**src/rtl/core/lfl_pkg.sv**
```systemverilog
// Shared types, constants, coefficient tables and helpers of the lux block.
package lfl_pkg;

    // Raw reading width and fixed-point fractions.
    localparam int CHANNEL_WIDTH = 16;
    localparam int FRAC_CH       = 10;
    localparam int FRAC_RATIO    = 9;
    localparam int FRAC_LUX      = 14;
    localparam int SEGMENTS      = 7;
    localparam int GAIN_SHIFT    = 4;

    // The largest scale is 0x7517 shifted up by the gain shift, which needs 19 bits.
    localparam int SCALE_W  = 15 + GAIN_SHIFT;
    localparam int CH_W     = CHANNEL_WIDTH + SCALE_W - FRAC_CH;
    localparam int QUO_W    = FRAC_RATIO + 2;
    localparam int REM_W    = CH_W + QUO_W;
    localparam int COEF_W   = 10;
    localparam int PROD_W   = CH_W + COEF_W;
    localparam int LUX_W    = 16;

    // Configuration port.
    localparam int CFG_IDX_W  = 2;
    localparam int CFG_DATA_W = 8;
    localparam logic [CFG_IDX_W-1:0] CFG_GAIN_HIGH  = CFG_IDX_W'(0);
    localparam logic [CFG_IDX_W-1:0] CFG_INTEG_TIME = CFG_IDX_W'(1);
    localparam logic [CFG_IDX_W-1:0] CFG_PACKAGE_CS = CFG_IDX_W'(2);

    // Integration time codes.
    typedef enum logic [1:0] {
        ITIME_13MS   = 2'd0,
        ITIME_101MS  = 2'd1,
        ITIME_402MS  = 2'd2,
        ITIME_MANUAL = 2'd3
    } t_itime;

    localparam logic [SCALE_W-1:0] SCALE_13MS  = SCALE_W'(32'h7517);
    localparam logic [SCALE_W-1:0] SCALE_101MS = SCALE_W'(32'h0fe7);
    localparam logic [SCALE_W-1:0] SCALE_UNIT  = SCALE_W'(1) << FRAC_CH;

    // Segment tables, row 0 for the T/FN/CL package and row 1 for the CS package.
    localparam logic [COEF_W-1:0] SEG_BREAK [2][SEGMENTS] = '{
        '{10'h040, 10'h080, 10'h0c0, 10'h100, 10'h138, 10'h19a, 10'h29a},
        '{10'h043, 10'h085, 10'h0c8, 10'h10a, 10'h14d, 10'h19a, 10'h29a}
    };
    localparam logic [COEF_W-1:0] SEG_OFFSET [2][SEGMENTS] = '{
        '{10'h1f2, 10'h214, 10'h23f, 10'h270, 10'h16f, 10'h0d2, 10'h018},
        '{10'h204, 10'h228, 10'h253, 10'h282, 10'h177, 10'h101, 10'h037}
    };
    localparam logic [COEF_W-1:0] SEG_SLOPE [2][SEGMENTS] = '{
        '{10'h1be, 10'h2d1, 10'h37b, 10'h3fe, 10'h1fc, 10'h0fb, 10'h012},
        '{10'h1ad, 10'h2c1, 10'h363, 10'h3df, 10'h1dd, 10'h127, 10'h02b}
    };

    typedef struct packed {
        logic [COEF_W-1:0] offset;
        logic [COEF_W-1:0] slope;
    } t_coef;

    // Result of the ratio divider as it leaves the divider pipeline.
    typedef struct packed {
        logic             valid;
        logic             over;
        logic [QUO_W-1:0] quo;
    } t_div_res;

    // Channel scale for the integration time and gain settings.
    function automatic logic [SCALE_W-1:0] scale_of(t_itime itime, logic gain_high);
        logic [SCALE_W-1:0] s;
        case (itime)
            ITIME_13MS:  s = SCALE_13MS;
            ITIME_101MS: s = SCALE_101MS;
            default:     s = SCALE_UNIT;
        endcase
        if (!gain_high) begin
            s = s << GAIN_SHIFT;
        end
        return s;
    endfunction

    // Pick the first segment whose break is not below the ratio; past the last
    // break, or when the ratio overflowed, offset and slope are both zero.
    function automatic t_coef seg_coef(logic pkg_cs, logic [QUO_W-1:0] ratio, logic over);
        t_coef c;
        logic  found;
        c     = '0;
        found = 1'b0;
        if (!over) begin
            for (int i = 0; i < SEGMENTS; i++) begin
                if (!found && ratio <= QUO_W'(SEG_BREAK[pkg_cs][i])) begin
                    c.offset = SEG_OFFSET[pkg_cs][i];
                    c.slope  = SEG_SLOPE[pkg_cs][i];
                    found    = 1'b1;
                end
            end
        end
        return c;
    endfunction

endpackage

```
**src/rtl/core/lfl_ratio_div.sv**
```systemverilog
// Pipelined restoring divider for the infrared to broadband ratio.
module lfl_ratio_div (
    input  logic                          i_clk,
    input  logic                          i_rst_n,
    input  logic                          i_en,
    input  logic                          i_valid,
    input  logic [lfl_pkg::CH_W-1:0]      i_ch0,
    input  logic [lfl_pkg::CH_W-1:0]      i_ch1,
    output lfl_pkg::t_div_res             o_res,
    output logic [lfl_pkg::CH_W-1:0]      o_ch0,
    output logic [lfl_pkg::CH_W-1:0]      o_ch1
);

    localparam int QW = lfl_pkg::QUO_W;

    // Entry 0 is the setup stage; entry j+1 holds the item after quotient step j.
    logic [QW:0]                   r_valid;
    logic                          r_zero [0:QW];
    logic                          r_over [0:QW];
    logic [lfl_pkg::REM_W-1:0]     r_rem  [0:QW];
    logic [QW-1:0]                 r_quo  [0:QW];
    logic [lfl_pkg::CH_W-1:0]      r_ch0  [0:QW];
    logic [lfl_pkg::CH_W-1:0]      r_ch1  [0:QW];

    logic [lfl_pkg::REM_W-1:0]     n_div  [0:QW-1];
    logic [lfl_pkg::REM_W-1:0]     n_rem  [0:QW-1];
    logic                          n_bit  [0:QW-1];

    // One quotient bit per stage, most significant bit first.
    always_comb begin
        for (int j = 0; j < QW; j++) begin
            n_div[j] = lfl_pkg::REM_W'(r_ch0[j]) << (QW - 1 - j);
            n_bit[j] = (r_rem[j] >= n_div[j]);
            n_rem[j] = n_bit[j] ? (r_rem[j] - n_div[j]) : r_rem[j];
        end
    end

    // Valid bits advance with the pipeline enable.
    always_ff @(posedge i_clk) begin
        if (!i_rst_n) begin
            r_valid <= '0;
        end else if (i_en) begin
            r_valid <= {r_valid[QW-1:0], i_valid};
        end
    end

    // Payload stages. A quotient of 2048 or more is flagged in the setup stage,
    // which keeps the remainder below the divisor shifted by the quotient width.
    always_ff @(posedge i_clk) begin
        if (i_en) begin
            r_ch0[0]  <= i_ch0;
            r_ch1[0]  <= i_ch1;
            r_zero[0] <= (i_ch0 == '0);
            r_over[0] <= (i_ch0 != '0) && ({1'b0, i_ch1} >= {i_ch0, 1'b0});
            r_rem[0]  <= lfl_pkg::REM_W'({i_ch1, {(QW - 1){1'b0}}});
            r_quo[0]  <= '0;
            for (int j = 0; j < QW; j++) begin
                r_ch0[j+1]  <= r_ch0[j];
                r_ch1[j+1]  <= r_ch1[j];
                r_zero[j+1] <= r_zero[j];
                r_over[j+1] <= r_over[j];
                r_rem[j+1]  <= n_rem[j];
                r_quo[j+1]  <= {r_quo[j][QW-2:0], n_bit[j]};
            end
        end
    end

    // A zero broadband value yields a zero quotient, so the ratio rounds to zero.
    assign o_res.valid = r_valid[QW];
    assign o_res.over  = r_over[QW];
    assign o_res.quo   = r_zero[QW] ? '0 : r_quo[QW];
    assign o_ch0       = r_ch0[QW];
    assign o_ch1       = r_ch1[QW];

endmodule

```
**src/rtl/core/lux_from_light_channels.sv**
```systemverilog
// Top level of the two-channel lux calculation pipeline.
//
// Input channel: i_in_valid / o_in_ready with the broadband and infrared counts.
// An item is taken at a clock edge where both are high. Output channel:
// o_out_valid / i_out_ready with the lux value, taken the same way.
// Configuration channel: i_cfg_valid / o_cfg_ready with a register index and
// data; it is always ready. Index 0 is gain_high, 1 the integration time code,
// 2 the package select; other indexes are ignored. Write it only while idle.
// Registered steps after the edge that takes the item: channel scaling,
// divider setup, eleven quotient bits, segment lookup, coefficient multiply,
// final round and saturate. Throughput: one item per cycle while the receiver
// does not stall a waiting result; the divider makes up most of the depth.
// Reset (synchronous, active low) empties the pipeline and loads the register
// defaults: gain 1x, 402 ms integration, T/FN/CL coefficient table.
// When the receiver stalls a waiting result, the whole pipeline holds and
// o_in_ready drops; items inside keep their place and none is lost.
module lux_from_light_channels (
    input  logic                                  i_clk,
    input  logic                                  i_rst_n,
    input  logic                                  i_in_valid,
    output logic                                  o_in_ready,
    input  logic [lfl_pkg::CHANNEL_WIDTH-1:0]     i_broadband_count,
    input  logic [lfl_pkg::CHANNEL_WIDTH-1:0]     i_infrared_count,
    output logic                                  o_out_valid,
    input  logic                                  i_out_ready,
    output logic [lfl_pkg::LUX_W-1:0]             o_lux_value,
    input  logic                                  i_cfg_valid,
    output logic                                  o_cfg_ready,
    input  logic [lfl_pkg::CFG_IDX_W-1:0]         i_cfg_index,
    input  logic [lfl_pkg::CFG_DATA_W-1:0]        i_cfg_data
);

    localparam int RAW_PROD_W = lfl_pkg::CHANNEL_WIDTH + lfl_pkg::SCALE_W;
    localparam int SHIFT_W    = lfl_pkg::PROD_W + 1 - lfl_pkg::FRAC_LUX;

    logic                            r_gain_high;
    lfl_pkg::t_itime                 r_itime;
    logic                            r_package_cs;

    logic                            w_en;
    logic [lfl_pkg::SCALE_W-1:0]     w_scale;
    logic [RAW_PROD_W-1:0]           n_prod0;
    logic [RAW_PROD_W-1:0]           n_prod1;

    logic                            r_a_valid;
    logic [lfl_pkg::CH_W-1:0]        r_a_ch0;
    logic [lfl_pkg::CH_W-1:0]        r_a_ch1;

    lfl_pkg::t_div_res               w_div;
    logic [lfl_pkg::CH_W-1:0]        w_div_ch0;
    logic [lfl_pkg::CH_W-1:0]        w_div_ch1;

    logic [lfl_pkg::QUO_W:0]         n_round_quo;
    logic [lfl_pkg::QUO_W-1:0]       n_ratio;
    lfl_pkg::t_coef                  n_coef;

    logic                            r_l_valid;
    lfl_pkg::t_coef                  r_l_coef;
    logic [lfl_pkg::CH_W-1:0]        r_l_ch0;
    logic [lfl_pkg::CH_W-1:0]        r_l_ch1;

    logic                            r_m_valid;
    logic [lfl_pkg::PROD_W-1:0]      r_m_pos;
    logic [lfl_pkg::PROD_W-1:0]      r_m_neg;

    logic [lfl_pkg::PROD_W-1:0]      n_diff;
    logic [lfl_pkg::PROD_W:0]        n_round;
    logic [SHIFT_W-1:0]              n_shift;
    logic [lfl_pkg::LUX_W-1:0]       n_lux;

    logic                            r_f_valid;
    logic [lfl_pkg::LUX_W-1:0]       r_f_lux;

    // The pipeline moves whenever the output register is empty or being taken.
    assign w_en        = !r_f_valid || i_out_ready;
    assign o_in_ready  = w_en;
    assign o_cfg_ready = 1'b1;

    // Configuration registers keep only their own width.
    always_ff @(posedge i_clk) begin
        if (!i_rst_n) begin
            r_gain_high  <= 1'b0;
            r_itime      <= lfl_pkg::ITIME_402MS;
            r_package_cs <= 1'b0;
        end else if (i_cfg_valid) begin
            case (i_cfg_index)
                lfl_pkg::CFG_GAIN_HIGH:  r_gain_high  <= i_cfg_data[0];
                lfl_pkg::CFG_INTEG_TIME: r_itime      <= lfl_pkg::t_itime'(i_cfg_data[1:0]);
                lfl_pkg::CFG_PACKAGE_CS: r_package_cs <= i_cfg_data[0];
                default: ;
            endcase
        end
    end

    // Scale both channels for integration time and gain.
    assign w_scale = lfl_pkg::scale_of(r_itime, r_gain_high);
    assign n_prod0 = RAW_PROD_W'(i_broadband_count) * RAW_PROD_W'(w_scale);
    assign n_prod1 = RAW_PROD_W'(i_infrared_count) * RAW_PROD_W'(w_scale);

    always_ff @(posedge i_clk) begin
        if (!i_rst_n) begin
            r_a_valid <= 1'b0;
        end else if (w_en) begin
            r_a_valid <= i_in_valid;
        end
    end

    always_ff @(posedge i_clk) begin
        if (w_en) begin
            r_a_ch0 <= n_prod0[RAW_PROD_W-1:lfl_pkg::FRAC_CH];
            r_a_ch1 <= n_prod1[RAW_PROD_W-1:lfl_pkg::FRAC_CH];
        end
    end

    // Ratio of infrared to broadband in 2^-10 units.
    lfl_ratio_div u_ratio_div (
        .i_clk   (i_clk),
        .i_rst_n (i_rst_n),
        .i_en    (w_en),
        .i_valid (r_a_valid),
        .i_ch0   (r_a_ch0),
        .i_ch1   (r_a_ch1),
        .o_res   (w_div),
        .o_ch0   (w_div_ch0),
        .o_ch1   (w_div_ch1)
    );

    // Round the ratio to 2^-9 units and look up the segment coefficients.
    assign n_round_quo = {1'b0, w_div.quo} + (lfl_pkg::QUO_W + 1)'(1);
    assign n_ratio     = n_round_quo[lfl_pkg::QUO_W:1];
    assign n_coef      = lfl_pkg::seg_coef(r_package_cs, n_ratio, w_div.over);

    always_ff @(posedge i_clk) begin
        if (!i_rst_n) begin
            r_l_valid <= 1'b0;
            r_m_valid <= 1'b0;
            r_f_valid <= 1'b0;
        end else if (w_en) begin
            r_l_valid <= w_div.valid;
            r_m_valid <= r_l_valid;
            r_f_valid <= r_m_valid;
        end
    end

    // Lookup stage and coefficient multiply stage.
    always_ff @(posedge i_clk) begin
        if (w_en) begin
            r_l_coef <= n_coef;
            r_l_ch0  <= w_div_ch0;
            r_l_ch1  <= w_div_ch1;
            r_m_pos  <= lfl_pkg::PROD_W'(r_l_ch0) * lfl_pkg::PROD_W'(r_l_coef.offset);
            r_m_neg  <= lfl_pkg::PROD_W'(r_l_ch1) * lfl_pkg::PROD_W'(r_l_coef.slope);
        end
    end

    // Clamp a negative difference to zero, round, shift down and saturate.
    always_comb begin
        n_diff  = r_m_pos - r_m_neg;
        n_round = {1'b0, n_diff} + ((lfl_pkg::PROD_W + 1)'(1) << (lfl_pkg::FRAC_LUX - 1));
        n_shift = n_round[lfl_pkg::PROD_W:lfl_pkg::FRAC_LUX];
        if (r_m_pos <= r_m_neg) begin
            n_lux = '0;
        end else if (|n_shift[SHIFT_W-1:lfl_pkg::LUX_W]) begin
            n_lux = '1;
        end else begin
            n_lux = n_shift[lfl_pkg::LUX_W-1:0];
        end
    end

    always_ff @(posedge i_clk) begin
        if (w_en) begin
            r_f_lux <= n_lux;
        end
    end

    assign o_out_valid = r_f_valid;
    assign o_lux_value = r_f_lux;

endmodule

```
**config.mk**
```make
export PLATFORM = sky130hd
export DESIGN_NAME = lux_from_light_channels
export DESIGN_NICKNAME = d
export VERILOG_FILES = /design/src/rtl/core/lfl_pkg.sv /design/src/rtl/core/lfl_ratio_div.sv /design/src/rtl/core/lux_from_light_channels.sv
export SDC_FILE = /design/constraint.sdc
export NUM_CORES = 2
export LEC_CHECK = 0
export BUFFER_PORTS_ARGS = -buffer_cell sky130_fd_sc_hd__buf_4
export CORE_MARGIN = 8
export CORE_UTILIZATION = 50
export CTS_BUF_LIST = sky130_fd_sc_hd__clkbuf_4 sky130_fd_sc_hd__clkbuf_8 sky130_fd_sc_hd__clkbuf_16
export CTS_CLUSTER_SIZE = 25
export DETAILED_ROUTE_END_ITERATION = 7
export PLACE_DENSITY = 0.65
export SLEW_MARGIN = 5
export SYNTH_ARGS = -nofsm -noshare
export SYNTH_HDL_FRONTEND = slang
export SYNTH_HIERARCHICAL = 1
export SYNTH_SLANG_ARGS = --single-unit
```
**constraint.sdc**
```tcl
create_clock -name i_clk -period 60.8 [get_ports i_clk]
set_input_delay 3.04 -clock i_clk [delete_from_list [all_inputs] [get_ports i_clk]]
set_output_delay 3.04 -clock i_clk [all_outputs]
set_load 0.01 [all_outputs]
```
==> results.sh <==
export IMPL_cts_root_buf="clkbuf_16"
export IMPL_ys_warn_count=6
export IMPL_period_needed_ps=8910
export IMPL_final_layout_size_suffix_gt1_frac=0.0543
export IMPL_start_util=0.503
export IMPL_syn_to_final_growth_pct=7.96
export IMPL_antenna_found_initial=5
export IMPL_portBuffers=58
export IMPL_die_width_um=445
export IMPL_synth_area_um2=91900
export IMPL_criticalPathCategory="in2reg"
export IMPL_first_iter_violations=3462
export IMPL_cts_clk_slew_worst_paths_ps=60
export IMPL_cp_arrival_ps=9430
export IMPL_fin_skew_ps=52.3
export IMPL_fin_tns_setup_ps=0
export IMPL_final_cell_area_um2=99200
export IMPL_die_area_um2=198000
export IMPL_cts_tree="yes"
export IMPL_synth_seq_cells=1221
export IMPL_worstRegToRegCells=28
export IMPL_post_cts_resized=0
export IMPL_tightest_slew_ps=1160
export IMPL_cts_sinks=1221
export IMPL_place_area_um2=94700
export IMPL_synthCells=8415
export IMPL_clk_latency_ps=780
export IMPL_grt_use_total=0.200
export IMPL_critPathMaxFanout=10
export IMPL_grt_pass1_wl_mm=320
export IMPL_drt_wl_total_mm=198
export IMPL_slew_viol_final=0
export IMPL_holdCritStartpoint="u_ratio_div/r_quo[2][2]"
export IMPL_rsz0062_at_grt="no"
export IMPL_finalHoldViolations=0
export IMPL_crit_path_end_kind="flip-flop"
export IMPL_min_path_cells=0
export IMPL_antenna_left=0
export IMPL_core_area_um2=183000
export IMPL_outcome="finished clean"
export IMPL_async_flop_share=0
export IMPL_setup_violations=0
export IMPL_io_pins=66
export IMPL_wl_per_cell_um=18.1
export IMPL_fmax_ghz=0.112
export IMPL_htreeDepth=4
export IMPL_max_slew_margin=0.228
export IMPL_cts_setup_buffers=0
export IMPL_r2r_slack_ps=52360
export IMPL_synth_cell_types=96
export IMPL_grt_max_degree=167
export IMPL_worstPathRequired_ps=61320
export IMPL_min_to="u_ratio_div/r_quo[2][14]"
export IMPL_rr_startpoint="r_gain_high"
export IMPL_dieHeight_um=445
export IMPL_syn_nets=10000
export IMPL_ys_flop_type="edfxtp_1"
export IMPL_drc=0
export IMPL_overflow=0
export IMPL_cts_hold_buf=0
export IMPL_dr_total_vias=58700
export IMPL_grt_pass1_vias=61100
export IMPL_synth_area_per_cell_um2=10.9
export IMPL_routed_via_density=5.37
export IMPL_final_period_utilization=0.147
export IMPL_fin_nets=9960
export IMPL_yosysSeqAreaShare=0.397
export IMPL_dp_hpwl_mm=155
export IMPL_synth_edf_count=1201
export IMPL_fill_cells=15700
export IMPL_place_congestion=0.947
export IMPL_reg2reg_to="r_a_ch1[24]"
export IMPL_max_cap_violations=0
export IMPL_cts_buffers=133
export IMPL_rows=157
export IMPL_drtPass1Iterations=6
export IMPL_clock_path_buffers=3
export IMPL_critPathLaunchType="input pin"
export IMPL_holdCritPathClass="reg2reg"
## cell usage in the layout (no fill, tap or decap), drive strengths merged, types with 22 or more instances in the layout
cell / synthesis / routed
buf: 53 / 104
a21oi: 451 / 451
mux2i: 25 / 25
nand2: 795 / 795
or2: 24 / 24
ha: 728 / 728
a2111oi: 22 / 22
nor3: 83 / 83
and3: 78 / 78
xor2: 161 / 161
nand4: 70 / 70
edfxtp: 1201 / 1201
nor2b: 94 / 94
o21ai: 305 / 305
o21a: 65 / 65
o31ai: 27 / 27
o211ai: 25 / 25
inv: 1319 / 1329
or3: 31 / 31
xnor2: 252 / 252
mux2: 46 / 46
a31oi: 44 / 44
o21bai: 36 / 36
clkbuf: 228 / 154
nor4: 36 / 36
nand2b: 73 / 73
nor2: 360 / 360
fa: 812 / 812
clkinv: 0 / 49
nand3: 101 / 101
a211oi: 40 / 40
a21o: 200 / 200
and2: 395 / 395
## metrics by stage
step	utilization	setup slack (ps)	hold WS, ps	cells
6_report	0.543	51890	388	10900
3_3_place_gp	0.518	51140	400	10700
3_5_place_dp	0.518	51070	405	10700
5_1_grt	0.543	51520	401	10900
2_1_floorplan	-	20960	400	8415
4_1_cts	0.542	51930	384	10900
## worst max path at each step
stage	from	endpoint	slack, ps	cells after the start
after CTS	i_infrared_count[7]	r_a_ch1[24]	51930	26
after global routing	i_infrared_count[7]	r_a_ch1[24]	51520	26
after detailed placement	i_infrared_count[7]	r_a_ch1[24]	51070	26
final	i_infrared_count[7]	r_a_ch1[24]	51890	26
after floorplan	i_out_ready	o_out_valid	20960	3
after global placement	i_infrared_count[7]	r_a_ch1[24]	51140	26
## registers in the layout, indices dropped and copies added, names as in the netlist
signal and cells:
u_ratio_div/r_rem 305, u_ratio_div/r_valid 12, o_out_valid 1, r_gain_high 1, r_l_coef 20, r_package_cs 1, r_a_ch1 25, o_lux_value 16
u_ratio_div/r_ch0 300, u_ratio_div/r_quo 66, u_ratio_div/r_zero 12, r_l_ch0 25, r_m_neg 35, u_ratio_div/r_over 12, r_m_pos 35, r_a_ch0 25
r_l_ch1 25, r_l_valid 1, r_itime 2, r_a_valid 1, r_m_valid 1, u_ratio_div/r_ch1 300
## worst max-delay path: stages
cell and delay, ps:
buf_4 170, and2_1 340, nand2_1 130, fa_1 470, fa_1 540, inv_1 60, fa_1 550, fa_1 430
fa_1 490, inv_1 50, fa_1 470, inv_1 40, ha_1 330, a21oi_1 150, nand2_1 70, a21o_1 170
a21oi_1 210, o21ai_0 110, a21oi_1 170, o311ai_0 220, buf_4 230, a31oi_1 300, o21ai_0 200, a21o_1 230
a21oi_1 170, xnor2_1 90
## logic make-up (layout without fill, tap and decap cells)
family          after synthesis  after routing  synth area share
compound gates             1373           1373            0.0955
xor+xnor                    413            413            0.0394
fa+ha+maj                  1540           1540             0.276
buf+inv                    1600           1658            0.0670
flops                      1221           1221             0.397
mux                          71             71           0.00836
other cells                   1              6         0.0000408
simple gates               2196           2196             0.117
## cells in the mapped netlist (11+ instances only)
| master | instances | area (µm²) |
|---|---|---|
| a21oi_2 | 11 | 96.3 |
| a221o_1 | 12 | 120 |
| nand2b_1 | 73 | 457 |
| edfxtp_1 | 1201 | 36100 |
| o21ai_0 | 284 | 1420 |
| o211ai_1 | 25 | 188 |
| a21oi_1 | 440 | 2200 |
| ha_1 | 728 | 9110 |
| and3_1 | 78 | 488 |
| a31o_2 | 15 | 131 |
| inv_1 | 1317 | 4940 |
| a21boi_0 | 16 | 120 |
| nor3_1 | 83 | 415 |
| a21o_1 | 200 | 1500 |
| buf_4 | 28 | 210 |
| or2_2 | 23 | 144 |
| a211o_1 | 11 | 96.3 |
| a211oi_1 | 39 | 293 |
| o21a_1 | 65 | 488 |
| fa_1 | 812 | 16300 |
| xor2_1 | 161 | 1410 |
| clkbuf_1 | 226 | 848 |
| or3_1 | 31 | 194 |
| nor4_1 | 35 | 219 |
| dfxtp_1 | 20 | 400 |
| xnor2_1 | 252 | 2210 |
| and2_1 | 395 | 2470 |
| o31ai_1 | 27 | 203 |
| and4_1 | 14 | 123 |
| nor2b_1 | 93 | 582 |
| nand3_1 | 100 | 500 |
| o21bai_1 | 36 | 270 |
| buf_2 | 11 | 55.1 |
| a2111oi_0 | 16 | 140 |
| mux2i_1 | 25 | 250 |
| nand4_1 | 70 | 438 |
| nand3b_1 | 11 | 82.6 |
| o21ai_1 | 21 | 105 |
| nand2_1 | 794 | 2980 |
| nor2_1 | 359 | 1350 |
| mux2_2 | 44 | 495 |
| a31oi_1 | 43 | 269 |
## final cells by class
cell class	instances	area, µm²	share of cell area
Antenna cell	5	12.5	0.000126
Clock buffer	154	3540	0.0357
Clock inverter	81	940	0.00947
Inverter	1319	4950	0.0499
Multi-Input combinational cell	5594	49400	0.498
Sequential cell	1221	36500	0.368
Tap cell	2464	3080	0.0311
Timing Repair Buffer	104	818	0.00825
## metal layers
layer | global-route usage | wire length [µm] | part of all wire | vias to the layer above
met5 | 0 | 0 | 0 | -
met4 | 0.0952 | 10700 | 0.054 | 0
met3 | 0.0248 | 7540 | 0.038 | 428
met2 | 0.353 | 97800 | 0.49 | 1356
met1 | 0.244 | 81700 | 0.41 | 28700
li1 | - | - | - | 28300
Power is left out: the tool's default activity adds up to more than one toggle a clock period on the data nets, which glitch-free logic cannot reach.
